`src/rtl/jpt_pkg.sv`:
```
// Shared types and constants for the joint PD torque unit.
`default_nettype none

package jpt_pkg;

	localparam int unsigned IDX_W    = 6;
	localparam int unsigned DATA_W   = 32;
	localparam int unsigned GAIN_W   = 31;
	localparam int unsigned DT_W     = 16;
	localparam int unsigned CFG_W    = 31;
	localparam int unsigned CFG_IDX_W = 3;
	localparam int unsigned QDEPTH   = 4;
	localparam int unsigned QPTR_W   = $clog2(QDEPTH);

	typedef enum logic [CFG_IDX_W-1:0] {
		REG_STABLE_MODE = 3'd0,
		REG_TORQUE_LIMIT = 3'd1,
		REG_POSITION_GAIN = 3'd2,
		REG_VELOCITY_GAIN = 3'd3,
		REG_TIME_STEP = 3'd4,
		REG_VEL_WARN_LEVEL = 3'd5
	} jpt_reg_t;

	typedef struct packed {
		logic [IDX_W-1:0]         joint;
		logic signed [DATA_W-1:0] pos;
		logic signed [DATA_W-1:0] vel;
		logic signed [DATA_W-1:0] acc;
		logic signed [DATA_W-1:0] tpos;
		logic signed [DATA_W-1:0] tvel;
	} jpt_item_t;

	typedef struct packed {
		logic [IDX_W-1:0] joint;
		logic             root;
		logic             warn;
	} jpt_tag_t;

	typedef struct packed {
		jpt_item_t item;
		logic      root;
		logic      warn;
	} jpt_qent_t;

	typedef struct packed {
		logic              stable_mode;
		logic [GAIN_W-1:0] torque_limit;
		logic [GAIN_W-1:0] kp;
		logic [GAIN_W-1:0] kd;
		logic [DT_W-1:0]   dt;
	} jpt_ctrl_t;

endpackage

`default_nettype wire

```
`src/rtl/jpt_front.sv`:
```
// Input stage: registers one joint sample and classifies it (root joint, velocity warning).
`default_nettype none

module jpt_front #(
	parameter int unsigned ROOT_DOFS = 6
) (
	input  wire                       clk,
	input  wire                       arst_n,
	input  wire                       in_valid,
	output logic                      in_stall,
	input  jpt_pkg::jpt_item_t        in_item,
	input  wire [jpt_pkg::GAIN_W-1:0] warn_level,
	output logic                      push_valid,
	input  wire                       push_stall,
	output jpt_pkg::jpt_qent_t        push_data
);
	import jpt_pkg::*;

	localparam logic [IDX_W-1:0] ROOT_LIM = IDX_W'(ROOT_DOFS);

	logic                valid_s1;
	jpt_item_t           item_s1;
	logic                load;
	logic [DATA_W-1:0]   vmag;

	assign in_stall = valid_s1 && push_stall;
	assign load     = in_valid && !in_stall;

	always_ff @(posedge clk or negedge arst_n) begin
		if (!arst_n) begin
			valid_s1 <= 1'b0;
		end else if (!in_stall) begin
			valid_s1 <= in_valid;
		end
	end

	always_ff @(posedge clk) begin
		if (load) begin
			item_s1 <= in_item;
		end
	end

	// Magnitude of the most negative velocity still fits as unsigned
	assign vmag = item_s1.vel[DATA_W-1] ? (~item_s1.vel + 1'b1) : item_s1.vel;

	assign push_valid     = valid_s1;
	assign push_data.item = item_s1;
	assign push_data.root = item_s1.joint < ROOT_LIM;
	assign push_data.warn = vmag >= {1'b0, warn_level};

endmodule

`default_nettype wire

```
`config.mk`:
```
export PLATFORM = sky130hd
export DESIGN_NAME = jpt_front
export DESIGN_NICKNAME = d
export VERILOG_FILES = /design/src/rtl/jpt_pkg.sv /design/src/rtl/jpt_front.sv
export SDC_FILE = /design/constraint.sdc
export NUM_CORES = 1
export LEC_CHECK = 0
export BUFFER_PORTS_ARGS = -buffer_cell sky130_fd_sc_hd__clkbuf_2
export CORE_AREA = 2 2 145 147
export CTS_BUF_LIST = sky130_fd_sc_hd__clkbuf_2
export CTS_CLUSTER_SIZE = 28
export DETAILED_ROUTE_END_ITERATION = 16
export DIE_AREA = 0 0 147 149
export GPL_TIMING_DRIVEN = 0
export PLACE_DENSITY = 0.68
export SYNTH_ARGS = -nofsm -noshare
export SYNTH_HDL_FRONTEND = slang
export SYNTH_SLANG_ARGS = --single-unit
```
`constraint.sdc`:
```
create_clock -name clk -period 14.5 [get_ports clk]
set_clock_uncertainty 0.05 [all_clocks]
set_input_delay 1.45 -clock clk [delete_from_list [all_inputs] [get_ports clk]]
set_output_delay 1.45 -clock clk [all_outputs]
set_load 0.01 [all_outputs]
```
* Word-level counts from Yosys, hierarchy flattened *
Index checks and enable logic that the tools add are counted.

storage, ports and cells
  register bits = 167
  bits of input ports = 201
  output and inout bits = 170
  word-level logic and storage cells = 15

operators by class
  add/sub/neg operators = 1
  $lt $le $gt $ge = 2
  multiplexer cells = 1
  bitwise logic cells = 1
  reduce and logical (&&, ||, !) cells = 3

operator list
  operator                                                    count
  adder 32 x 1 -> 32 bit, second input constant               1
  >= comparator 32 x 31 -> 1 bit                              1
  2-to-1 mux 32 bit                                           1
  inverter 32 bit                                             1
  less-than comparator 6 x 3 -> 1 bit, second input constant  1
  logical AND 1 bit                                           2
  zero test 1 bit                                             1

* Logic depth before layout (Yosys ltp) *
  depth after elaboration = 4
  mapped depth = 13
  mapped depth without buffers = 13

* Least setup slack after synthesis *
OpenSTA, ideal clock, no wires.

  kind = input -> register
  start point = input push_stall
  end point = register item_s1, in the netlist push_data[100] (enable)
  arrival = 8953 ps
  setup slack = 4784 ps
  cell stages on the path = 2
  path buffers = 0
  cell sequence = and2_1 nor2b_1

on the way
  word-level cells in the longest chain between the ends = 3

RTL lines
  element                 line             text
  start: declaration      jpt_front.sv:14  input wire push_stall,
  logical AND 1 bit       jpt_front.sv:26  assign in_stall = valid_s1 && push_stall;
  zero test 1 bit         --
  logical AND 1 bit       jpt_front.sv:27  assign load = in_valid && !in_stall;
  named net load          jpt_front.sv:23  logic load;
  end signal: assignment  jpt_front.sv:39  item_s1 <= in_item;
  end: declaration        jpt_front.sv:22  jpt_item_t item_s1;

The timed path passes the listed nets, and every way through them passes these cells.
A chain may end at the register's enable or synchronous reset.

==> impl_metrics.csv <==
group,metric,value,unit
setup_path,worst-endpoint-arrival,4.50,ns
grt,grt_pass1_vias,4494,
pwr,power_switching_share,0.284,
die,floorplan.io_pins,371,
pwr,internal-power,680,uW
yosys,synth_top_area_share,0.770,
die,row_count,53,
layout,fraction_of_final_layout_cells_with_drive_strength_greater_than_1,0.543,
placement,globalplace.congestion,0.818,
setup_path,critical_path.startpoint_type,"flop",
clock_network,h-tree-depth,4,
grt,grt-ovfl-total,0,
yosys,synth_largest_area_cell,"edfxtp_1",
yosys,synth.most_common_cell,"edfxtp_1",
sta,setup_repair_after_global_routing_missed_its_margin,"no",
clock_network,post_cts_hold_buffer_count,0,
die,initial_utilization,0.315,
sta,worst_hold_slack,0.354,ns
sta,worst-slew-pin-transition,0.579,ns
grt,grtUsageTotal,0.161,
setup_path,worstReg2RegStart,"push_valid",
pwr,worst_ir_drop_vdd,0.0000857,V
sta,report.final.hold_viol_count,0,
setup_path,critPathCaptureType,"output pin",
placement,hpwl,14900,um
yosys,netlist_area,6470,um^2
clock_network,worstSkewPairLatency,0.74,ns
placement,portBuffers,370,
layout,finalNetCount,992,
routing,routedWlPerCell,17.2,um
yosys,post_synth_most_frequent_cells,"edfxtp_1 (166), inv_1 (33), ha_1 (32), xnor2_1 (29), o21ai_0 (15)",
sta,maximum_achievable_frequency,167,MHz
setup_path,rrSetupSlack,12.30,ns
routing,ant_nets,0,
job,max_cap_violations,0,
yosys,avgSynthCellArea,17.7,um^2
sta,finalSetupTns,0,ns
setup_path,crit_path_max_incr_delay,0.60,ns
yosys,synth-async-reset-ratio,0.00599,
layout,nFillCells,1959,
pwr,power.leakage,0.00402,uW
pwr,totalPowerFinal,949,uW
yosys,yosysWarningCount,0,
grt,wire_length_of_the_first_global_routing_pass,25900,um
routing,drc_errors,0,
layout,ff_latch_area,5010,um^2
setup_path,worst_path_most_repeated_cell,"or4_4",
pwr,seq_power_share,0.605,
sta,max_slew_violations,0,
setup_path,worst_r2r_endpoint,"push_data[78]",
clock_network,ctsLongestPathBuffers,2,
die,die_h,149,um
routing,via_count,4528,
setup_path,timing_worst_setup_path_type,"flop to output pin",
setup_path,critical_path_required,13.00,ns
layout,multiInputGateArea,1330,um^2
grt,number_of_antenna_violations_at_the_first_check_in_global_routing,5,
pwr,switchingPower,270,uW
sta,timing.final.setup_violations,0,
yosys,cell_count_after_synthesis,365,
hold_path,timing.hold.worst.class,"input port to asynchronous set/reset pin",
sta,layout_min_cycle_time,6.00,ns
die,design.core.area,20600,um^2
die,die_area,21900,um^2
pwr,clock_power_share,0.261,
clock_network,post-cts-setup-buffers,0,
setup_path,critPathMaxFanout,8,
yosys,dominant_cells_by_area_after_synthesis,"edfxtp_1 (77%), ha_1 (6.2%), xnor2_1 (3.9%)",
sta,slew_headroom,0.614,
grt,largest_net_degree_at_the_start_of_global_routing,38,
clock_network,clock-root-buffer,"clkbuf_2",
routing,firstDrtPassIters,5,
yosys,synth_ff_type,"edfxtp_1",
pwr,power.share.combinational,0.133,
yosys,synth_enable_flop_cells,166,
routing,totalWireLength,18000,um
clock_network,clkSinkCount,167,
clock_network,clk_transition_reported_paths,0.31,ns
clock_network,cts_tree,"yes",
clock_network,cts_resized,0,
sta,setup_ws,8.50,ns
layout,areaGrowthSynthToFinish,39.4,%
yosys,yosysUniqueCellTypes,36,
routing,drt_first_iter_violations,142,
status,outcome,"complete, no violations",
yosys,synth_nets,598,
setup_path,worst_path_max_delay_cell,"or4_4",
pwr,power.density,105,nW/um^2
clock_network,numCtsBuffers,17,
die,fp.dieW,147,um
yosys,yosys_reg_bits,167,
yosys,synth.yosys.seq_area_share,0.774,
placement,pre_cts_slack,9.31,ns
routing,detail_route.vias_per_cell,4.32,
setup_path,crit_chain,"or4_4, or4_4, nand2b_4, buf_6, o41ai_2, xnor2_1, ha_1, nand3_1, nor4_1, o21ai_0, o2111ai_1, clkbuf_2",
setup_path,r2r_cells,5,
sta,final.period_utilization,0.414,
[sequential cells by signal (all words and copies together), names as in the netlist]
register    cells
push_data     166
push_valid      1
[critical path: cells and delay by family (launching register included)]
family | cells | cell delay (ns)
XOR/XNOR | 1 | 0.12
flip-flops | 1 | 0.53
AND/OR/NAND/NOR | 5 | 1.81
adder cells (fa/ha/maj) | 1 | 0.30
buffers and inverters | 2 | 0.31
AO/OA/AOI/OAI | 3 | 0.71
[metrics by stage]
stage | cells | area (um^2) | util
6_report | 1048 | 9030 | 0.439
5_1_grt | 1047 | 9020 | 0.439
4_1_cts | 1047 | 9020 | 0.439
3_5_place_dp | 1015 | 8780 | 0.427
3_3_place_gp | 1010 | 8670 | 0.422
2_1_floorplan | 365 | 6470 | -
[layer usage]
| metal | vias up | global-route usage | part of all wire |
|---|---|---|---|
| met5 | - | 0 | 0.0033 |
| met4 | 10 | 0.0462 | 0.017 |
| met3 | 28 | 0.0771 | 0.11 |
| met2 | 211 | 0.292 | 0.53 |
| met1 | 2086 | 0.166 | 0.34 |
| li1 | 2193 | - | - |
[cell families after synthesis]
logic type | count (synthesis) | synth area share
DFF | 167 | 0.774
AOI/OAI and AO/OA | 56 | 0.0593
and+or+nand+nor | 44 | 0.0431
buffers and inverters | 37 | 0.0226
adders and majority gates | 32 | 0.0618
xor gates and xnor gates | 29 | 0.0392
[cells in the final DEF (no fill, tap or decap), drive strengths merged]
cell type and count:
a21oi 10, or3 3, ha 32, xnor2 29, nor3 1, a2111o 1, nand2 7, a2111oi 2
nor4 3, nor2 2, dfrtp 1, clkinv 7, inv 39, nand4 4, a21boi 1, o31ai 8
buf 7, clkinvlp 1, o21a 1, edfxtp 166, or2 4, o211ai 1, nor2b 1, a21o 6
o41ai 7, diode 1, o21ai 17, clkbuf 390, nand2b 5, and2 1, a211oi 1, or4 7
o2111ai 1, nand3 6
[cell type report]
| type | instances | share of cell area |
|---|---|---|
| clock buffer | 18 | 0.00998 |
| multi-input combinational | 161 | 0.147 |
| tap | 275 | 0.0381 |
| timing repair buffer | 375 | 0.216 |
| antenna | 1 | 0.000277 |
| buffer | 4 | 0.00250 |
| inverter | 33 | 0.0137 |
| clock inverter | 14 | 0.0173 |
| sequential | 167 | 0.555 |
[power by group through the flow]
stage                     Clock, uW  Combinational [uW]  Sequential [uW]
after floorplan                   0                43.1              605
after global placement            0                 121              596
after detailed placement          0                 129              586
after CTS                       261                 129              575
after global routing            278                 140              578
final                           248                 127              575
[worst max-delay path by stage]
stage              startpoint        endpoint  cells after the start
4_1_cts        push_data[103]    push_data[0]                     12
3_3_place_gp       push_stall  push_data[120]                      3
2_1_floorplan      push_stall  push_data[100]                      2
3_5_place_dp   push_data[103]    push_data[0]                     12
5_1_grt        push_data[103]    push_data[0]                     12
6_report       push_data[103]    push_data[0]                     12
Power figures use the tool's default switching activity.
