$ cat config.mk
export PLATFORM = sky130hd
export DESIGN_NAME = jpt_queue
export DESIGN_NICKNAME = d
export VERILOG_FILES = /design/src/rtl/jpt_pkg.sv /design/src/rtl/jpt_queue.sv
export SDC_FILE = /design/constraint.sdc
export NUM_CORES = 1
export LEC_CHECK = 0
export ABC_AREA = 1
export BUFFER_PORTS_ARGS = -buffer_cell sky130_fd_sc_hd__buf_2
export CAP_MARGIN = 20
export CORE_MARGIN = 1
export CORE_UTILIZATION = 60
export CTS_BUF_LIST = sky130_fd_sc_hd__clkbuf_4 sky130_fd_sc_hd__clkbuf_8
export DETAILED_ROUTE_END_ITERATION = 7
export PLACE_DENSITY = 0.87
export SLEW_MARGIN = 0
export SYNTH_ARGS = -nofsm -noshare
export SYNTH_HDL_FRONTEND = slang
export SYNTH_SLANG_ARGS = --single-unit
$ cat constraint.sdc
create_clock -name clk -period 9.15 [get_ports clk]
set_input_delay 0.915 -clock clk [delete_from_list [all_inputs] [get_ports clk]]
set_output_delay 0.915 -clock clk [all_outputs]
set_load 0.01 [all_outputs]
$ cat src/rtl/jpt_pkg.sv
// Shared types and constants for the joint PD torque unit.
`default_nettype none

package jpt_pkg;

	localparam int unsigned IDX_W    = 6;
	localparam int unsigned DATA_W   = 32;
	localparam int unsigned GAIN_W   = 31;
	localparam int unsigned DT_W     = 16;
	localparam int unsigned CFG_W    = 31;
	localparam int unsigned CFG_IDX_W = 3;
	localparam int unsigned QDEPTH   = 4;
	localparam int unsigned QPTR_W   = $clog2(QDEPTH);

	typedef enum logic [CFG_IDX_W-1:0] {
		REG_STABLE_MODE = 3'd0,
		REG_TORQUE_LIMIT = 3'd1,
		REG_POSITION_GAIN = 3'd2,
		REG_VELOCITY_GAIN = 3'd3,
		REG_TIME_STEP = 3'd4,
		REG_VEL_WARN_LEVEL = 3'd5
	} jpt_reg_t;

	typedef struct packed {
		logic [IDX_W-1:0]         joint;
		logic signed [DATA_W-1:0] pos;
		logic signed [DATA_W-1:0] vel;
		logic signed [DATA_W-1:0] acc;
		logic signed [DATA_W-1:0] tpos;
		logic signed [DATA_W-1:0] tvel;
	} jpt_item_t;

	typedef struct packed {
		logic [IDX_W-1:0] joint;
		logic             root;
		logic             warn;
	} jpt_tag_t;

	typedef struct packed {
		jpt_item_t item;
		logic      root;
		logic      warn;
	} jpt_qent_t;

	typedef struct packed {
		logic              stable_mode;
		logic [GAIN_W-1:0] torque_limit;
		logic [GAIN_W-1:0] kp;
		logic [GAIN_W-1:0] kd;
		logic [DT_W-1:0]   dt;
	} jpt_ctrl_t;

endpackage

`default_nettype wire

$ cat src/rtl/jpt_queue.sv
// Short register queue between the classifying front and the arithmetic back end.
`default_nettype none

module jpt_queue (
	input  wire                clk,
	input  wire                arst_n,
	input  wire                push_valid,
	output logic               push_stall,
	input  jpt_pkg::jpt_qent_t push_data,
	output logic               pop_valid,
	input  wire                pop_stall,
	output jpt_pkg::jpt_qent_t pop_data
);
	import jpt_pkg::*;

	jpt_qent_t         mem_q [QDEPTH];
	logic [QPTR_W-1:0] wr_ptr_q;
	logic [QPTR_W-1:0] rd_ptr_q;
	logic [QPTR_W:0]   count_q;
	logic              push;
	logic              pop;

	assign push_stall = count_q == (QPTR_W+1)'(QDEPTH);
	assign pop_valid  = count_q != '0;
	assign push       = push_valid && !push_stall;
	assign pop        = pop_valid && !pop_stall;
	assign pop_data   = mem_q[rd_ptr_q];

	always_ff @(posedge clk) begin
		if (push) begin
			mem_q[wr_ptr_q] <= push_data;
		end
	end

	always_ff @(posedge clk or negedge arst_n) begin
		if (!arst_n) begin
			wr_ptr_q <= '0;
			rd_ptr_q <= '0;
			count_q  <= '0;
		end else begin
			if (push) begin
				wr_ptr_q <= wr_ptr_q + 1'b1;
			end
			if (pop) begin
				rd_ptr_q <= rd_ptr_q + 1'b1;
			end
			case ({push, pop})
				2'b10:   count_q <= count_q + 1'b1;
				2'b01:   count_q <= count_q - 1'b1;
				default: count_q <= count_q;
			endcase
		end
	end

endmodule

`default_nettype wire

## After elaboration in Yosys (flattened, before gate mapping)

Memories as Yosys holds them, arrays and structs flattened.
Index checks and enable logic that the tools add are counted.

| cells by class | value |
|---|---|
| add/subtract/negate cells | 4 |
| equality and inequality tests | 3 |
| multiplexer cells | 3 |
| reduce and logical (&&, ||, !) cells | 6 |

Operators by type and width:

| kind | count |
|---|---|
| one-hot mux 3 bit (2 select lines) | 1 |
| adder 2 x 1 -> 2 bit (second input constant) | 2 |
| adder 3 x 1 -> 3 bit (second input constant) | 1 |
| equality test 3 bit (second input constant) | 1 |
| nonzero test 3 bit | 1 |
| subtractor 3 x 1 -> 3 bit (second input constant) | 1 |
| equality test 2 x 1 -> 1 bit (second input constant) | 1 |
| equality test 2 bit (second input constant) | 1 |
| logical AND 1 bit | 2 |
| logical NOT 1 bit | 2 |
| 2-to-1 mux 1 bit | 2 |
| nonzero test 2 bit | 1 |

| word-level totals | value |
|---|---|
| register bits | 7 |
| RAM bits | 672 |
| input port bits | 172 |
| output and inout port bits | 170 |
| word-level logic and storage cells | 20 |
| memories kept | 1 |

Memories:

| name | depth | width | rd ports | clocked after Yosys merged registers in | wr ports | RTL line | source |
|---|---|---|---|---|---|---|---|
| mem_q | 4 | 168 | 1 | 0 | 1 | jpt_queue.sv:16 | `jpt_qent_t mem_q [QDEPTH];` |

## Longest topological paths before layout

Gate-level depths: netlist of run 1.

| depth | value |
|---|---|
| depth in word-level cells | 5 |
| mapped depth | 12 |
| mapped depth without buffers | 12 |

## Worst setup path before layout of run 1

No wires, ideal clock.

| timing path | value |
|---|---|
| kind | input port to flip-flop |
| from | in push_valid |
| to | mem mem_q[0][0] (netlist bit) (enable) |
| library setup time | 0.699 ns |
| data arrival time | 8.034 ns |
| required time | 8.451 ns |
| slack | 0.417 ns |
| stages on the path | 2 |
| buffers on the path | 0 |
| cell sequence | nand2_1 nor2_1 |

| between the ends | value |
|---|---|
| longest elaborated chain between the ends | 3 |

Ends and longest elaborated chain:

| element | RTL line | source |
|---|---|---|
| start, declared | jpt_queue.sv:7 | `input wire push_valid,` |
| logical AND 1 bit | jpt_queue.sv:25 | `assign push = push_valid && !push_stall;` |
| 2-to-1 mux 1 bit | jpt_queue.sv:30 | `if (push) begin` |
| 2-to-1 mux 1 bit (implied by the code) | jpt_queue.sv:31 | `mem_q[wr_ptr_q] <= push_data;` |
| end, declared | jpt_queue.sv:16 |  |

No other way between the ends.

==> summary.txt, run 1 <==
Min path
  • HP Start: push_data[36]
  • Worst hold path class: input pin to register

Global routing
  • First-pass GRT wire length: 85,700 um
  • Vias in the first global route: 16,600
  • GR Util All Layers: 23.8%
  • Pin count of the biggest net entering global routing: 255
  • Antenna violations before repair: 18
  • Grt ovf: 0

Routing
  • Drt wl/cell: 18.2 um
  • Via Count: 16,500
  • Violation count after the first detailed-routing iteration: 1,348
  • Residual DRC: 0
  • Drt total wl: 55,700 um
  • Via/cell ratio: 5.41
  • Pre-Repair DR Iteration Count: 8
  • Routed Antenna Nets: 0

Worst setup path
  • Crit path buffers/inverters: 4
  • CP cell instances: inv_16 -> buf_4 -> buf_4 -> nand2_1 -> o211ai_2 -> nand2_1 -> buf_2
  • Worst Path Max Fanout: around 250
  • CP delay by family, top: buffers and inverters
  • Critical path launch point type: register
  • FF-to-FF Start: count_q[0]
  • Largest stage delay on the critical path: 880 ps
  • Critical Path End Type: output pin
  • WS Path Type: register to output pin
  • Critical path launch point: rd_ptr_q[0]
  • CP Data Arrival Time: 4110 ps
  • Worst path slowest cell: buf_4
  • Critical Path RT: 8240 ps

STA
  • Hold_ws: 435 ps
  • Final count of hold timing violations: 0
  • Min Tclk post-route: approximately 5000 ps
  • Setup Skew: 24.5 ps
  • Setup TNS: 0 ps
  • Actual slew at the worst max-slew pin: 1220 ps
  • Worst rel slew slack: a little under a fifth
  • Slack of the critical path: between 4000 and 5000 ps
  • Crit share post-route: between 50 and 60%
  • Slew Limit Fails: 0
  • Top achievable clock speed: 199 MHz
  • Final setup fails: 0
  • Unrepaired setup endpoints after global routing: false

Die
  • Num rows: 78
  • Die Span Y: 216 um
  • Initial Util: 60.7%
  • IO Count: 342
  • Die width: 216 um
  • Core footprint: about 45,000 sq um
  • Die area: ~47,000 sq um

Clock tree
  • H-tree depth: 3
  • Hold_buf cts: 1
  • Clk buf depth: 3
  • Clock sink count: 679
  • Root Buffer: clkbuf_8
  • Cts repair resizes: 0
  • CTS Buf Count: 101
  • Post-CTS Repair Setup Buffers: 0
  • Reg clk slew, reported paths: 60 ps
  • CTS tree: done
  • Clk Latency, worst-skew pair: 690 ps

Synthesis
  • Ys flop type: edfxtp_1
  • Netlist cell types: 18
  • Seq cells post-synth: 679
  • Post-synth EDFFs: 672
  • Post-Syn Area: 27,500 sq um
  • Yosys top cell area share: 73.4%
  • Synth warnings: 0
  • Top post-synthesis cells by area: edfxtp_1 73%, o211ai_1 8.2%, nand2_1 7.1%
  • Syn Nets: 2,198
  • Most common cell in the netlist: edfxtp_1
  • Post-synth ARST share: 1.03%
  • Post-Synthesis Cells: approximately 2,000
  • Mean post-synth cell area: 13.6 sq um
  • Area leader, netlist: edfxtp_1
  • Most common library cells after synthesis: 672 x edfxtp_1, 520 x nand2_1, 351 x inv_1
  • Sequential share of the synthesized area: 74.1%

Run status
  • Status: completed

Power
  • IR drop worst, VDD: 0.707 mV
  • Leakage: 12.6 nW
  • Pwr per Cell Area: around 320 nW/um^2

Placed design
  • Gpl congestion: 0.780
  • Setup WS pre-CTS: 4890 ps
  • Hpwl dp: between 30,000 and 40,000 um
  • Port buffer count: 341

Finish
  • Area Growth Syn to Fin: 12.9%
  • Nets: 2,550
  • Fraction of layout cells with a size suffix above 1: 22.6%

Job
  • Max cap viols: 0
routing by layer:
metal	vias up	global-route usage (%)	part of all wire, %
li1	7807	-	-
met1	8007	28.8	38
met2	574	40.0	50
met3	142	6.47	8.1
met4	14	11.1	3.1
met5	-	0	0.17
report_power, final:
group | internal, mW | leakage [nW] | total [mW] | switching, mW
combinational | 1.05 | 5.37 | 3.40 | 2.35
sequential | 4.10 | 6.24 | 4.27 | 0.169
clock | 1.15 | 0.973 | 2.26 | 1.11
total | 6.31 | 12.6 | 9.93 | 3.62
worst paths after layout:
kind                                      to  slack (ps)  cells past startpoint
worst min register to register    count_q[0]         490                      1
worst max register to register  mem_q[2][90]        5780                      6
min in group asynchronous         count_q[1]         590                      2
max in group asynchronous        rd_ptr_q[1]        8360                      2
worst min-delay path            mem_q[2][36]         430                      1
worst max-delay path            pop_data[83]        4130                      7
per-stage QoR:
stage,power [mW],cell area (sq um),cells,utilization [%]
6_report,9.93,31000,3060,68.5
5_1_grt,10.5,31000,3056,68.5
4_1_cts,9.99,31000,3048,68.5
3_5_place_dp,7.72,29200,2868,64.4
3_3_place_gp,7.57,29200,2868,64.4
2_1_floorplan,6.88,27500,2020,-
layout by cell type, fill, tap and decap left out, types with 2 or more instances in the layout:
master        n
nand3_1       7
clkinv_2     14
clkbuf_4     29
clkinv_1     27
clkbuf_8    102
diode_2      12
o211ai_2     36
ha_1          5
buf_4        17
nand2_1     520
inv_6         2
nor2_4        4
o211ai_1    300
clkinvlp_4    5
dfrtp_1       6
buf_2       341
inv_1       351
edfxtp_1    672
flip-flops by register name, summed over array words and instances, names as in the netlist:
signal	count
rd_ptr_q	2
wr_ptr_q	2
mem_q	672
count_q	3
area by class of cell:
type / count / area [sq um]
clock buffer: 131 / 1620
fill: 2875 / 14200
inverter: 353 / 1350
clock inverter: 48 / 226
tap: 600 / 751
multi-input combinational: 877 / 4840
timing repair buffer: 360 / 1860
antenna: 12 / 30.0
sequential: 679 / 20400
kinds of logic after synthesis:
logic type	share of synthesized area [%]
flops	74.1
simple gates	7.32
fa+ha+maj	0.300
xor+xnor	0.0319
buf+inv	8.44
compound gates	9.85
(Power assumes the default switching activity.)
==> inputs of run 2 (changes only) <==
CORE_UTILIZATION = 54   (was 60)
PLACE_DENSITY = 0.83   (was 0.87)
clock period = 4.1 ns   (was 9.15 ns; I/O delays follow)
==> summary.txt, run 2 (same netlist as run 1, synthesis figures left out) <==
Global routing
  • Vias in the first global route: 17,800 (+7.1%)
  • GR Util All Layers: 23.3% (-0.50 points)
  • Pin count of the biggest net entering global routing: 262 (+2.7%)
  • First-pass GRT wire length: 91,800 um (+7.1%)
  • Antenna violations before repair: 7 (-11)
  • Grt ovf: 0 (unchanged)

STA
  • Unrepaired setup endpoints after global routing: false
  • Min Tclk post-route: between 3000 and 4000 ps
  • Top achievable clock speed: 309 MHz
  • Final count of hold timing violations: 0 (unchanged)
  • Slew Limit Fails: 0 (unchanged)
  • Crit share post-route: between 70% and 80%
  • Final setup fails: 0 (unchanged)
  • Slack of the critical path: 862 ps (-3270 ps)
  • Worst rel slew slack: 28.7% (+10 points)
  • Actual slew at the worst max-slew pin: 1070 ps (-150 ps)
  • Setup Skew: 17.7 ps (-6.83 ps)

Clock tree
  • Clk Latency, worst-skew pair: 700 ps (about the same)
  • CTS Buf Count: 103 (+2.0%)
  • H-tree depth: 3 (unchanged)
  • Post-CTS Repair Setup Buffers: 0 (unchanged)
  • Clk buf depth: 3 (unchanged)
  • Root Buffer: clkbuf_8
  • Cts repair resizes: 0 (unchanged)
  • Clock sink count: 679 (unchanged)
  • CTS tree: done
  • Reg clk slew, reported paths: 60 ps (about the same)

Finish
  • Reg with most FFs: mem_q
  • Largest register FFs: 672 (unchanged)
  • Non-filler instance count after layout: 3,319 (+8.5%)
  • Nets: 2,728 (+7.0%)
  • Area Growth Syn to Fin: 21.3%
  • Biggest regs: mem_q: 672 flops, count_q: 3 flops
  • Fraction of layout cells with a size suffix above 1: 21.8% (-0.85 points)
  • Layout fillers: 3,194 (+11%)
  • Commonest non-fill, non-tap cell in the layout: edfxtp_1
  • Register area: 20,400 sq um (unchanged)
  • Most frequent cells in the layout: 672 x edfxtp_1, 520 x nand2_1, 351 x inv_1, 341 x buf_2, 300 x o211ai_1
  • Multi-input gate area: 4840 sq um (unchanged)

Worst setup path
  • Worst path slowest cell: inv_16
  • CP cell instances: inv_16 -> buf_4 -> nand2_1 -> o211ai_1 -> nand2_1 -> buf_2
  • CP Data Arrival Time: 2830 ps (-1280 ps)
  • Critical Path RT: 3690 ps (-4550 ps)
  • Critical Path End Type: output pin
  • Critical path launch point type: register
  • Largest stage delay on the critical path: 590 ps (-290 ps)
  • Worst Path Max Fanout: 261 (+2.8%)
  • CP most frequent cell: nand2_1
  • WS Path Type: register to output pin

Power
  • Leakage: 13.5 nW (+7.5%)
  • Power Total: 23.3 mW (+140%)
  • Pwr per Cell Area: 700 nW/um^2 (+120%)
  • IR drop worst, VDD: 0.543 mV (-23%)

Routing
  • Pre-Repair DR Iteration Count: 5 (-3)
  • Drt total wl: 61,100 um (+9.6%)
  • Via/cell ratio: 5.31 (-1.7%)
  • Violation count after the first detailed-routing iteration: 1,426 (+5.8%)
  • Routed Antenna Nets: 0 (unchanged)
  • Residual DRC: 0 (unchanged)
  • Via Count: 17,600 (+6.6%)
  • Drt wl/cell: 18.4 um (+1.0%)

Die
  • Core footprint: 50,200 sq um (+11%)
  • Die Span Y: 228 um (+5.4%)
  • IO Count: 342 (unchanged)
  • Die width: 228 um (+5.4%)
  • Num rows: 82 (+5.1%)
  • Die area: 51,800 sq um (+11%)
  • Initial Util: 54.8% (-5.9 points)

Job
  • Max cap viols: 0 (unchanged)

Placed design
  • Placed cells: 2,946 (+2.7%)
  • Hpwl dp: 32,100 um (-0.62%)
  • Gpl congestion: 0.761 (-2.5%)
  • Port buffer count: 341 (unchanged)
  • Setup WS pre-CTS: 1600 ps (-3300 ps)

Run status
  • Status: completed

Min path
  • Worst hold path class: input pin to async pin
==> run 2: repair_timing <==
item / in CTS / in global routing
hold endpoints to repair: 683 / 0
setup endpoints to repair: 0 / 0
hold buffers: 171 / 0
==> run 2: area by class of cell <==
cell class                      count  area share (%)
Antenna cell                        7          0.0525
Multi-Input combinational cell    877            14.5
Sequential cell                   679            61.1
Timing Repair Buffer              536            11.3
Clock buffer                      139            5.18
Inverter                          353            4.04
Tap cell                          672            2.52
Clock inverter                     56            1.31
==> run 2: per-stage QoR <==
stage	TNS [ps]	util (%)	cell area [sq um]	hold WS (ps)
detailed placement	0	58.7	29400	268
floorplan	-991800	-	27500	114
CTS	0	66.4	33300	28.9
global placement	0	58.7	29400	261
global route	0	66.4	33300	94.4
finish	0	66.5	33300	135
==> run 2: final timing paths <==
kind                                    start  slack [ps]  cells after the start             to
worst max register to register     count_q[1]        1630                      5  mem_q[2][108]
min in group clk                push_data[81]         470                      2   mem_q[1][81]
worst min-delay path                   arst_n         130                      2    rd_ptr_q[1]
max in group asynchronous              arst_n        3760                      2    rd_ptr_q[1]
worst max-delay path              rd_ptr_q[0]         860                      6   pop_data[12]
worst min register to register     count_q[0]         480                      1     count_q[0]
==> run 2: worst max-delay path: cells and delay by family, from the launching register on <==
family                 cells  cell delay (ps)
buffers and inverters      3             1210
DFF                        1              500
AOI/OAI and AO/OA          1              130
and+or+nand+nor            2              210
==> run 2: power by group <==
part / switching (mW) / total (mW) / internal [mW]
Combinational: 5.50 / 8.09 / 2.59
Clock: 2.58 / 5.76 / 3.18
Sequential: 0.340 / 9.47 / 9.13
Total: 8.42 / 23.3 / 14.9
==> run 2: metal layers <==
| metal | share of wire (%) | vias up | global-route usage, % |
|---|---|---|---|
| met3 | 8.4 | 149 | 5.59 |
| met2 | 51 | 825 | 40.2 |
| li1 | - | 8166 | - |
| met1 | 37 | 8496 | 27.4 |
| met4 | 3.2 | 2 | 11.5 |
| met5 | 0.018 | - | 0 |
